$ cat config.mk
export PLATFORM = sky130hd
export DESIGN_NAME = crc16_packet_framer_flat
export DESIGN_NICKNAME = d
export VERILOG_FILES = /design/src/hdl/crcpf_pkg.sv /design/src/hdl/crcpf_item_if.sv /design/src/hdl/crcpf_byte_if.sv /design/src/hdl/crcpf_in_stage.sv /design/src/hdl/crcpf_emit.sv /design/src/hdl/crc16_packet_framer.sv /design/src/flat_wrapper.sv
export SDC_FILE = /design/constraint.sdc
export NUM_CORES = 1
export LEC_CHECK = 0
export ABC_AREA = 1
export BUFFER_PORTS_ARGS = -buffer_cell sky130_fd_sc_hd__buf_2
export CAP_MARGIN = 20
export CORE_UTILIZATION = 34
export DETAILED_ROUTE_END_ITERATION = 6
export PLACE_DENSITY = 0.55
export SLEW_MARGIN = 25
export SYNTH_ARGS = -nofsm -noshare
export SYNTH_HDL_FRONTEND = slang
export SYNTH_SLANG_ARGS = --single-unit
$ cat constraint.sdc
create_clock -name clk -period 2.54 [get_ports clk]
set_input_delay 0.381 -clock clk [delete_from_list [all_inputs] [get_ports clk]]
set_output_delay 0.381 -clock clk [all_outputs]
set_load 0.005 [all_outputs]
$ cat src/hdl/crcpf_pkg.sv
// ----------------------------------------------------------------------------
// crcpf_pkg
// Types, constants and the CRC-16 byte fold shared by the packet framer.
// ----------------------------------------------------------------------------
`default_nettype none

package crcpf_pkg;

  localparam logic [15:0] CRC_POLY = 16'h1021;
  localparam logic [15:0] CRC_TOP  = 16'h8000;
  localparam logic [15:0] CRC_INIT = 16'h0000;

  localparam logic KIND_HEADER  = 1'b0;
  localparam logic KIND_PAYLOAD = 1'b1;

  // Input word as held in the input register, plus the CRC of the address
  // byte alone (a header always starts from a cleared CRC).
  typedef struct packed {
    logic        kind;
    logic [7:0]  address;
    logic [7:0]  command;
    logic [7:0]  payload_byte;
    logic        last;
    logic        append_checksum;
    logic [15:0] addr_crc;
  } stage_t;

  typedef struct packed {
    logic [7:0] out_byte;
    logic       end_of_packet;
  } out_word_t;

  // One byte into the CRC, MSB first, eight shift/xor steps.
  function automatic logic [15:0] crc_fold(logic [15:0] crc, logic [7:0] b);
    logic [15:0] c;
    c = crc ^ {b, 8'h00};
    for (int i = 0; i < 8; i++) begin
      if ((c & CRC_TOP) != 16'h0000) begin
        c = {c[14:0], 1'b0} ^ CRC_POLY;
      end else begin
        c = {c[14:0], 1'b0};
      end
    end
    return c;
  endfunction

endpackage

`default_nettype wire

$ cat src/hdl/crcpf_item_if.sv
// ----------------------------------------------------------------------------
// crcpf_item_if
// Input channel of the framer: header or payload word with valid/ready.
// ----------------------------------------------------------------------------
`default_nettype none

interface crcpf_item_if;
  logic       valid;
  logic       ready;
  logic       kind;
  logic [7:0] address;
  logic [7:0] command;
  logic [7:0] payload_byte;
  logic       last;
  logic       append_checksum;

  modport source (
    output valid, kind, address, command, payload_byte, last, append_checksum,
    input  ready
  );
  modport sink (
    input  valid, kind, address, command, payload_byte, last, append_checksum,
    output ready
  );
endinterface

`default_nettype wire

$ cat src/hdl/crcpf_byte_if.sv
// ----------------------------------------------------------------------------
// crcpf_byte_if
// Output channel of the framer: one packet byte per word with valid/ready.
// ----------------------------------------------------------------------------
`default_nettype none

interface crcpf_byte_if;
  logic       valid;
  logic       ready;
  logic [7:0] out_byte;
  logic       end_of_packet;

  modport source (output valid, out_byte, end_of_packet, input ready);
  modport sink   (input  valid, out_byte, end_of_packet, output ready);
endinterface

`default_nettype wire

$ cat src/hdl/crcpf_in_stage.sv
// ----------------------------------------------------------------------------
// crcpf_in_stage
// Input register. Also folds the address byte into a cleared CRC so the
// emit stage only has one byte fold in its path.
// ----------------------------------------------------------------------------
`default_nettype none

module crcpf_in_stage
  import crcpf_pkg::*;
(
  input  wire logic    clk,
  input  wire logic    rst_n,
  crcpf_item_if.sink   in_if,
  output      logic    stg_vld,
  output      stage_t  stg,
  input  wire logic    stg_take
);

  logic   vld_r, vld_nxt;
  stage_t stg_r;
  logic   accept;

  assign in_if.ready = !vld_r || stg_take;
  assign accept      = in_if.valid && in_if.ready;

  always_comb begin
    vld_nxt = vld_r;
    if (accept) begin
      vld_nxt = 1'b1;
    end else if (stg_take) begin
      vld_nxt = 1'b0;
    end
  end

  always_ff @(posedge clk) begin
    if (!rst_n) begin
      vld_r <= 1'b0;
    end else begin
      vld_r <= vld_nxt;
    end
  end

  always_ff @(posedge clk) begin
    if (accept) begin
      stg_r.kind            <= in_if.kind;
      stg_r.address         <= in_if.address;
      stg_r.command         <= in_if.command;
      stg_r.payload_byte    <= in_if.payload_byte;
      stg_r.last            <= in_if.last;
      stg_r.append_checksum <= in_if.append_checksum;
      stg_r.addr_crc        <= crc_fold(CRC_INIT, in_if.address);
    end
  end

  assign stg_vld = vld_r;
  assign stg     = stg_r;

endmodule

`default_nettype wire

$ cat src/hdl/crcpf_emit.sv
// ----------------------------------------------------------------------------
// crcpf_emit
// CRC update and result buffer. A staged word is expanded into up to four
// packet bytes, which are then sent one per output word.
// ----------------------------------------------------------------------------
`default_nettype none

module crcpf_emit
  import crcpf_pkg::*;
(
  input  wire logic    clk,
  input  wire logic    rst_n,
  input  wire logic    stg_vld,
  input  wire stage_t  stg,
  output      logic    stg_take,
  crcpf_byte_if.source out_if
);

  logic [15:0] crc_r, crc_nxt;
  logic [2:0]  cnt_r, cnt_nxt;
  logic [1:0]  idx_r, idx_nxt;
  out_word_t   buf_r [4];

  logic        pop, is_hdr, app, eod;
  logic [15:0] crc_mid, crc_new;
  logic [7:0]  fold_byte;
  logic [2:0]  ld_cnt;
  out_word_t   ld_buf [4];

  assign out_if.valid         = (cnt_r != 3'd0);
  assign out_if.out_byte      = buf_r[idx_r].out_byte;
  assign out_if.end_of_packet = buf_r[idx_r].end_of_packet;

  assign pop      = out_if.valid && out_if.ready;
  // load when the buffer is empty or its last word leaves this cycle
  assign stg_take = stg_vld && ((cnt_r == 3'd0) || (cnt_r == 3'd1 && pop));

  assign is_hdr    = (stg.kind == KIND_HEADER);
  assign app       = stg.last && stg.append_checksum;
  assign eod       = stg.last && !stg.append_checksum;
  assign crc_mid   = is_hdr ? stg.addr_crc : crc_r;
  assign fold_byte = is_hdr ? stg.command : stg.payload_byte;
  assign crc_new   = crc_fold(crc_mid, fold_byte);

  always_comb begin
    if (is_hdr) begin
      ld_buf[0] = '{out_byte: stg.address,   end_of_packet: 1'b0};
      ld_buf[1] = '{out_byte: stg.command,   end_of_packet: eod};
      ld_buf[2] = '{out_byte: crc_new[15:8], end_of_packet: 1'b0};
      ld_buf[3] = '{out_byte: crc_new[7:0],  end_of_packet: 1'b1};
      ld_cnt    = app ? 3'd4 : 3'd2;
    end else begin
      ld_buf[0] = '{out_byte: stg.payload_byte, end_of_packet: eod};
      ld_buf[1] = '{out_byte: crc_new[15:8],    end_of_packet: 1'b0};
      ld_buf[2] = '{out_byte: crc_new[7:0],     end_of_packet: 1'b1};
      ld_buf[3] = '{out_byte: crc_new[7:0],     end_of_packet: 1'b1};
      ld_cnt    = app ? 3'd3 : 3'd1;
    end
  end

  always_comb begin
    crc_nxt = crc_r;
    cnt_nxt = cnt_r;
    idx_nxt = idx_r;
    if (stg_take) begin
      crc_nxt = crc_new;
      cnt_nxt = ld_cnt;
      idx_nxt = 2'd0;
    end else if (pop) begin
      cnt_nxt = cnt_r - 3'd1;
      idx_nxt = idx_r + 2'd1;
    end
  end

  always_ff @(posedge clk) begin
    if (!rst_n) begin
      crc_r <= CRC_INIT;
      cnt_r <= 3'd0;
      idx_r <= 2'd0;
    end else begin
      crc_r <= crc_nxt;
      cnt_r <= cnt_nxt;
      idx_r <= idx_nxt;
    end
  end

  always_ff @(posedge clk) begin
    if (stg_take) begin
      buf_r <= ld_buf;
    end
  end

endmodule

`default_nettype wire

$ cat src/hdl/crc16_packet_framer.sv
// ----------------------------------------------------------------------------
// crc16_packet_framer
// Frames command packets into a byte stream with an optional CRC-16
// (poly 0x1021, init 0, MSB first) appended after the last item.
//
//   channel  dir  handshake     payload
//   in_if    in   valid/ready   kind, address, command, payload_byte,
//                               last, append_checksum
//   out_if   out  valid/ready   out_byte, end_of_packet
//
// An input word is registered, then expanded into 1 to 4 output bytes in the
// result buffer; out_if sends one byte per cycle while ready is high, so an
// item takes as many output words as it has bytes (1 for a plain payload
// byte, 4 for a header with CRC). An accepted word passes the input register
// and then the result buffer. Synchronous active-low reset clears the CRC and
// empties both stages. The input register takes a new word while the buffer
// still drains its last byte, so back-pressure reaches in_if one word later.
// ----------------------------------------------------------------------------
`default_nettype none

module crc16_packet_framer
  import crcpf_pkg::*;
(
  input  wire logic    clk,
  input  wire logic    rst_n,
  crcpf_item_if.sink   in_if,
  crcpf_byte_if.source out_if
);

  logic   stg_vld;
  logic   stg_take;
  stage_t stg;

  crcpf_in_stage u_in_stage (
    .clk      (clk),
    .rst_n    (rst_n),
    .in_if    (in_if),
    .stg_vld  (stg_vld),
    .stg      (stg),
    .stg_take (stg_take)
  );

  crcpf_emit u_emit (
    .clk      (clk),
    .rst_n    (rst_n),
    .stg_vld  (stg_vld),
    .stg      (stg),
    .stg_take (stg_take),
    .out_if   (out_if)
  );

endmodule

`default_nettype wire
$ cat src/flat_wrapper.sv
// flat-port wrapper written by rule: the top's interface ports become plain ports
module crc16_packet_framer_flat import crcpf_pkg::*;
  (clk, rst_n, in_if_valid, in_if_kind, in_if_address, in_if_command, in_if_payload_byte, in_if_last, in_if_append_checksum, in_if_ready, out_if_valid, out_if_out_byte, out_if_end_of_packet, out_if_ready);
  crcpf_item_if in_if_i ();
  crcpf_byte_if out_if_i ();
  input  wire logic clk;
  input  wire logic rst_n;
  input wire logic [$bits(in_if_i.valid)-1:0] in_if_valid;
  input wire logic [$bits(in_if_i.kind)-1:0] in_if_kind;
  input wire logic [$bits(in_if_i.address)-1:0] in_if_address;
  input wire logic [$bits(in_if_i.command)-1:0] in_if_command;
  input wire logic [$bits(in_if_i.payload_byte)-1:0] in_if_payload_byte;
  input wire logic [$bits(in_if_i.last)-1:0] in_if_last;
  input wire logic [$bits(in_if_i.append_checksum)-1:0] in_if_append_checksum;
  output wire logic [$bits(in_if_i.ready)-1:0] in_if_ready;
  output wire logic [$bits(out_if_i.valid)-1:0] out_if_valid;
  output wire logic [$bits(out_if_i.out_byte)-1:0] out_if_out_byte;
  output wire logic [$bits(out_if_i.end_of_packet)-1:0] out_if_end_of_packet;
  input wire logic [$bits(out_if_i.ready)-1:0] out_if_ready;
  assign in_if_i.valid = in_if_valid;
  assign in_if_i.kind = in_if_kind;
  assign in_if_i.address = in_if_address;
  assign in_if_i.command = in_if_command;
  assign in_if_i.payload_byte = in_if_payload_byte;
  assign in_if_i.last = in_if_last;
  assign in_if_i.append_checksum = in_if_append_checksum;
  assign in_if_ready = in_if_i.ready;
  assign out_if_valid = out_if_i.valid;
  assign out_if_out_byte = out_if_i.out_byte;
  assign out_if_end_of_packet = out_if_i.end_of_packet;
  assign out_if_i.ready = out_if_ready;
  crc16_packet_framer u_core (.clk(clk), .rst_n(rst_n), .in_if(in_if_i), .out_if(out_if_i));
endmodule
### Word-level counts from Yosys, hierarchy flattened

Cells that the tools add are included.
Widths: inputs -> output; s select.

| word-level totals | value |
|---|---|
| register bits after elaboration | 101 |
| input port bits | 31 |
| output and inout port bits | 11 |
| word-level logic and storage cells | 94 |

| cells by class | value |
|---|---|
| $add $sub $neg | 2 |
| $lt $le $gt $ge | 1 |
| equality and inequality tests | 1 |
| muxes and demuxes | 36 |
| bitwise logic cells | 19 |
| reductions and logical operators | 15 |

Operators by type and width:

| operator | count |
|---|---|
| $mux 13 | 16 |
| $mux 16 | 8 |
| $not 3->3 | 16 |
| $mux 36 | 1 |
| $bmux 9 s2 | 1 |
| $mux 9 | 2 |
| $xor 16x16->16 | 1 |
| $mux 3 | 4 |
| $mux 8 | 1 |
| $logic_and 1x1->1 | 6 |
| $reduce_bool 2->1 | 2 |
| $eq 3x1->1 const B | 1 |
| $ge 3x3->1 const B | 1 |
| $logic_not 3->1 | 1 |
| $not 2->3 | 1 |
| $reduce_bool 3->1 | 1 |
| $sub 3x1->3 const B | 1 |
| $add 2x1->2 const B | 1 |
| $logic_not 1->1 | 2 |
| $logic_or 1x1->1 | 2 |
| $mux 1 | 2 |
| $mux 2 | 1 |
| $reduce_or 2->1 | 1 |
| $not 1->1 | 1 |

### Longest topological paths before layout

| depth | value |
|---|---|
| word-level depth | 28 |
| gate-level depth with buffers | 11 |
| gate-level depth less buffers | 11 |

### Hierarchy

A second synthesis with hierarchy kept.

| second synthesis, totals | value |
|---|---|
| cell total of the unflattened synthesis | 535 |
| area total of the unflattened synthesis | 4636.9 um^2 |

Modules (own cells, without submodules):

| module | times used | cells an instance | area each (um^2) | sequential area each (um^2) |
|---|---|---|---|---|
| crcpf_emit | 1 | 451 | 3330.7 | 1471.4 |
| crcpf_in_stage | 1 | 84 | 1306.3 | 1071.0 |

### Worst setup path before layout

Ideal clock, no wire load.

| path | value |
|---|---|
| path type | register -> register |
| start | register u_core.u_emit.cnt_r[0] |
| end | register u_core.u_in_stage.stg_r (netlist bit u_core.u_in_stage.stg[0]) (enable) |
| library setup time | 390 ps |
| arrival | 1636 ps |
| data required time | 2150 ps |
| path slack | 514 ps |
| cell stages (with the launch flop) | 8 |
| buffers on the path | 0 |
| clock period less this slack | 2026 ps |
| cell sequence | dfxtp_1 -> inv_1 -> ha_1 -> nand2_1 -> and2_1 -> nand2_1 -> nand2_1 -> inv_1 |

| between the ends | value |
|---|---|
| word-level cells in the longest chain between the ends | 7 |
| elaborated cells between the ends (all ways) | 9 |
| classes of those cells | eq/ne: 1; reduce/logical: 8 |

Ends and longest elaborated chain:

| element | RTL line | RTL |
|---|---|---|
| start: declaration | crcpf_emit.sv:20 | `logic [2:0] cnt_r, cnt_nxt;` |
| start signal: assignment | crcpf_emit.sv:82 | `cnt_r <= cnt_nxt;` |
| $reduce_bool 3->1 | crcpf_emit.sv:30 | `assign out_if.valid = (cnt_r != 3'd0);` |
| net out_if_valid | flat_wrapper.sv:16 | `output wire logic [$bits(out_if_i.valid)-1:0] out_if_valid;` |
| $logic_and 1x1->1 | crcpf_emit.sv:34 | `assign pop = out_if.valid && out_if.ready;` |
| $logic_and 1x1->1 | crcpf_emit.sv:36 | `assign stg_take = stg_vld && ((cnt_r == 3'd0) \|\| (cnt_r == 3'd1 && pop));` |
| $logic_or 1x1->1 | crcpf_emit.sv:36 |  |
| $logic_and 1x1->1 | crcpf_emit.sv:36 |  |
| $logic_or 1x1->1 | crcpf_in_stage.sv:23 | `assign in_if.ready = !vld_r \|\| stg_take;` |
| net in_if_ready | flat_wrapper.sv:15 | `output wire logic [$bits(in_if_i.ready)-1:0] in_if_ready;` |
| $logic_and 1x1->1 | crcpf_in_stage.sv:24 | `assign accept = in_if.valid && in_if.ready;` |
| net u_core.u_in_stage.accept | crcpf_in_stage.sv:21 | `logic accept;` |
| end: declaration | crcpf_in_stage.sv:20 | `stage_t stg_r;` |

The timed path passes the listed nets, and every way through them passes these cells.
A chain may end at the register's enable or synchronous reset.

### Worst setup path in the final report

| path | value |
|---|---|
| start | register u_core.u_emit.cnt_r[0] |
| end | register u_core.u_emit.cnt_r[0] |

| between the ends | value |
|---|---|
| word-level cells in the longest chain between the ends | 6 |
| elaborated cells between the ends (all ways) | 11 |
| classes of those cells | add/sub: 1; eq/ne: 1; mux: 2; reduce/logical: 7 |

Ends and longest elaborated chain:

| element |
|---|
| branches (longest 6 deep; another with $sub 3x1->3) |

Parallel ways; which one is timed is not known. The select of a mux whose other input is x is not followed.

==> qor.yml <==
status: "completed"
syn2layout_area_growth_pct: 16.3
final_cell_mix: "134 x nand2_1, 70 x edfxtp_1, 41 x buf_2"
grt_pass1_wl_um: 15500
synth_top_cell_area_share_pct: 47.9
critPathRequiredTime_ns: 2.80
synth_area_leaders: "edfxtp_1 48%, nand2_1 11%, dfxtp_1 10%, nand3_1 4.4%, nand2_2 4.1%"
fin_crit_ns: 2.29
fin_crit_sh_pct: 90.2
yosysTopAreaCell: "edfxtp_1"
viasPerCell: 4.56
holdPathStages: 1
ctsResizeCount: 0
grt-ovfl-total: 0
port_buffers: 41
clock_latency_ns: 0.34
synth-seq-area-share_pct: 57.9
grt_start_max_net_pins: 50
whs_ns: 0.207
regArea_um2: 2540
cp_data_arrival_time_ns: 2.55
hold_path.class: "in -> reg"
drive_gt1_share_pct: 20.4
powerDensity_nw_per_um2: 1040
synthSimpleGateAreaFrac_pct: 24.6
ys.flop_type: "edfxtp_1"
fmax_mhz: 436
core_area_um2: 12600
synth_top_family_by_area: "simple AND/OR/NAND/NOR gates"
synthCells: 470
start_util_pct: 34.8
cap_viol_max_count: 0
syn_nets: 505
clockBufferDepth: 2
dp_hpwl_um: 6900
ctsHoldBuffers: 0
dr.pass1.iters: 4
rows: 41
drtIter0Drc: 150
clk_pin_slew_ns: 0.07
hold_viol: 0
synth.distinct_cells: 31
htree_num_levels: 3
synth-adder-area-share_pct: 1.14
crit_path_max_fanout: 11
final_nets: 549
fill_cells: 1303
grt_use_total_pct: 15.2
power_mw: 5.32
wl_per_cell_um: 13.3
cp-start-kind: "register"
final_max_slew_viol_count: 0
ir_worst_vdd_mv: 0.352
slew_headroom_pct: 43.6
path_cells: "inv_1 > ha_1 > nand2_1 > and2_1 > inv_1 > nand2_2 > nor2_1 > inv_1 > o22ai_1"
synth_edf_count: 70
layout_commonest_cell: "nand2_1"
drc: 0
antenna_cells: 0
cpPeakStageDelay_ns: 0.66
worstMarginPinSlew_ns: 0.843
dieHeight_um: 116
synthXorXnorAreaFrac_pct: 3.54
multiInputGateArea_um2: 1600
cts-root-buf: "clkbuf_16"
clock-sinks: 92
antenna_found_initial: 0
end_kind: "register"
design.portCount: 42
postSynthAreaPerCell_um2: 9.34
die_x_um: 116
yosys_warnings: 0
rsz0062_at_grt: "no"
setup_viol: 0
worst-setup-path-type: "reg -> reg"
fin_worst_skew_ns: 0.0103
slowest_stage: "nor2_1"
synth_area_um2: 4390
post_cts_buffers: 0
synth-seq-cells: 92
rr_worst_depth: 9
cts_buffers: 9
die_area_um2: 13400
setup-tns-final_ns: 0
cp_common_cell: "inv_1"
routed_wl_um: 9220
ant_nets: 0
grt_pass1_vias: 3132
vias: 3148
synth_compound_area_share_pct: 7.13
leakagePower_nw: 2.19
async_flop_share_pct: 0
synthMuxAreaShare_pct: 0
gp_congestion: 0.838
cts_tree: "yes"
[flip-flops by register name, summed over array words and instances (netlist names)]
register                   count
u_core.u_emit.buf_r           35
u_core.u_in_stage.stg         35
u_core.u_emit.idx_r            2
u_core.u_in_stage.stg_vld      1
u_core.u_emit.crc_r           16
u_core.u_emit.cnt_r            3
[metal layers]
layer / vias to the layer above / GRT usage (%) / share of wire (%)
met5: - / 0 / 0
met4: 0 / 5.80 / 0.21
met3: 3 / 2.77 / 2.4
met2: 50 / 23.2 / 47
met1: 1456 / 21.3 / 51
li1: 1639 / - / -
[layout make-up]
cell class	count	area share (%)
Sequential cell	92	49.8
Multi-Input combinational cell	321	31.3
Inverter	43	3.16
Tap cell	172	4.22
Clock buffer	10	4.68
Timing Repair Buffer	47	5.15
Clock inverter	6	1.72
[power by group]
| part | total, mW | switching, mW | internal [mW] | leakage [nW] |
|---|---|---|---|---|
| clock | 1.44 | 0.551 | 0.886 | 0.151 |
| combinational | 1.70 | 1.13 | 0.570 | 1.19 |
| sequential | 2.18 | 0.120 | 2.06 | 0.844 |
[cell families (layout without fill, tap and decap cells)]
family          Yosys count  count (layout)
fa+ha+maj                 4               4
simple gates            244             244
buf+inv                  57             106
flops                    92              92
compound gates           57              57
xor+xnor                 16              16
[synthesized netlist by cell type, drive strengths merged, types with 4 or more instances]
library cell	count
nand2	164
edfxtp	70
buf	10
xnor2	4
clkbuf	4
ha	4
inv	41
o21ai	42
nand3	41
xor2	12
nor2	29
dfxtp	22
and2	4
o22ai	11
[path summary, 6_finish.rpt]
check | startpoint | endpoint | slack, ns
worst max register to register | u_core.u_emit.cnt_r[0] | u_core.u_emit.cnt_r[0] | 0.25
worst min-delay path | in_if_payload_byte[4] | u_core.u_in_stage.stg[22] | 0.21
worst min register to register | u_core.u_emit.crc_r[6] | u_core.u_emit.crc_r[6] | 0.45
worst max-delay path | u_core.u_emit.cnt_r[0] | u_core.u_emit.cnt_r[0] | 0.25
[through the flow]
step	setup WS (ns)	cell area (um2)	std cells	util, %
after detailed placement	0.342	4780	675	37.9
after global placement	0.416	4780	675	37.9
after CTS	0.319	5100	691	40.5
final	0.248	5100	691	40.5
after floorplan	0.514	4390	470	-
after global routing	0.0935	5100	691	40.5
[critical path, delay by kind of cell, from the launching register on]
kind / cells / cell delay, ns
simple gates: 4 / 1.02
fa+ha+maj: 1 / 0.15
buf+inv: 3 / 0.50
flops: 1 / 0.34
compound gates: 1 / 0.20
No activity file was read; power rests on OpenSTA's default activity.
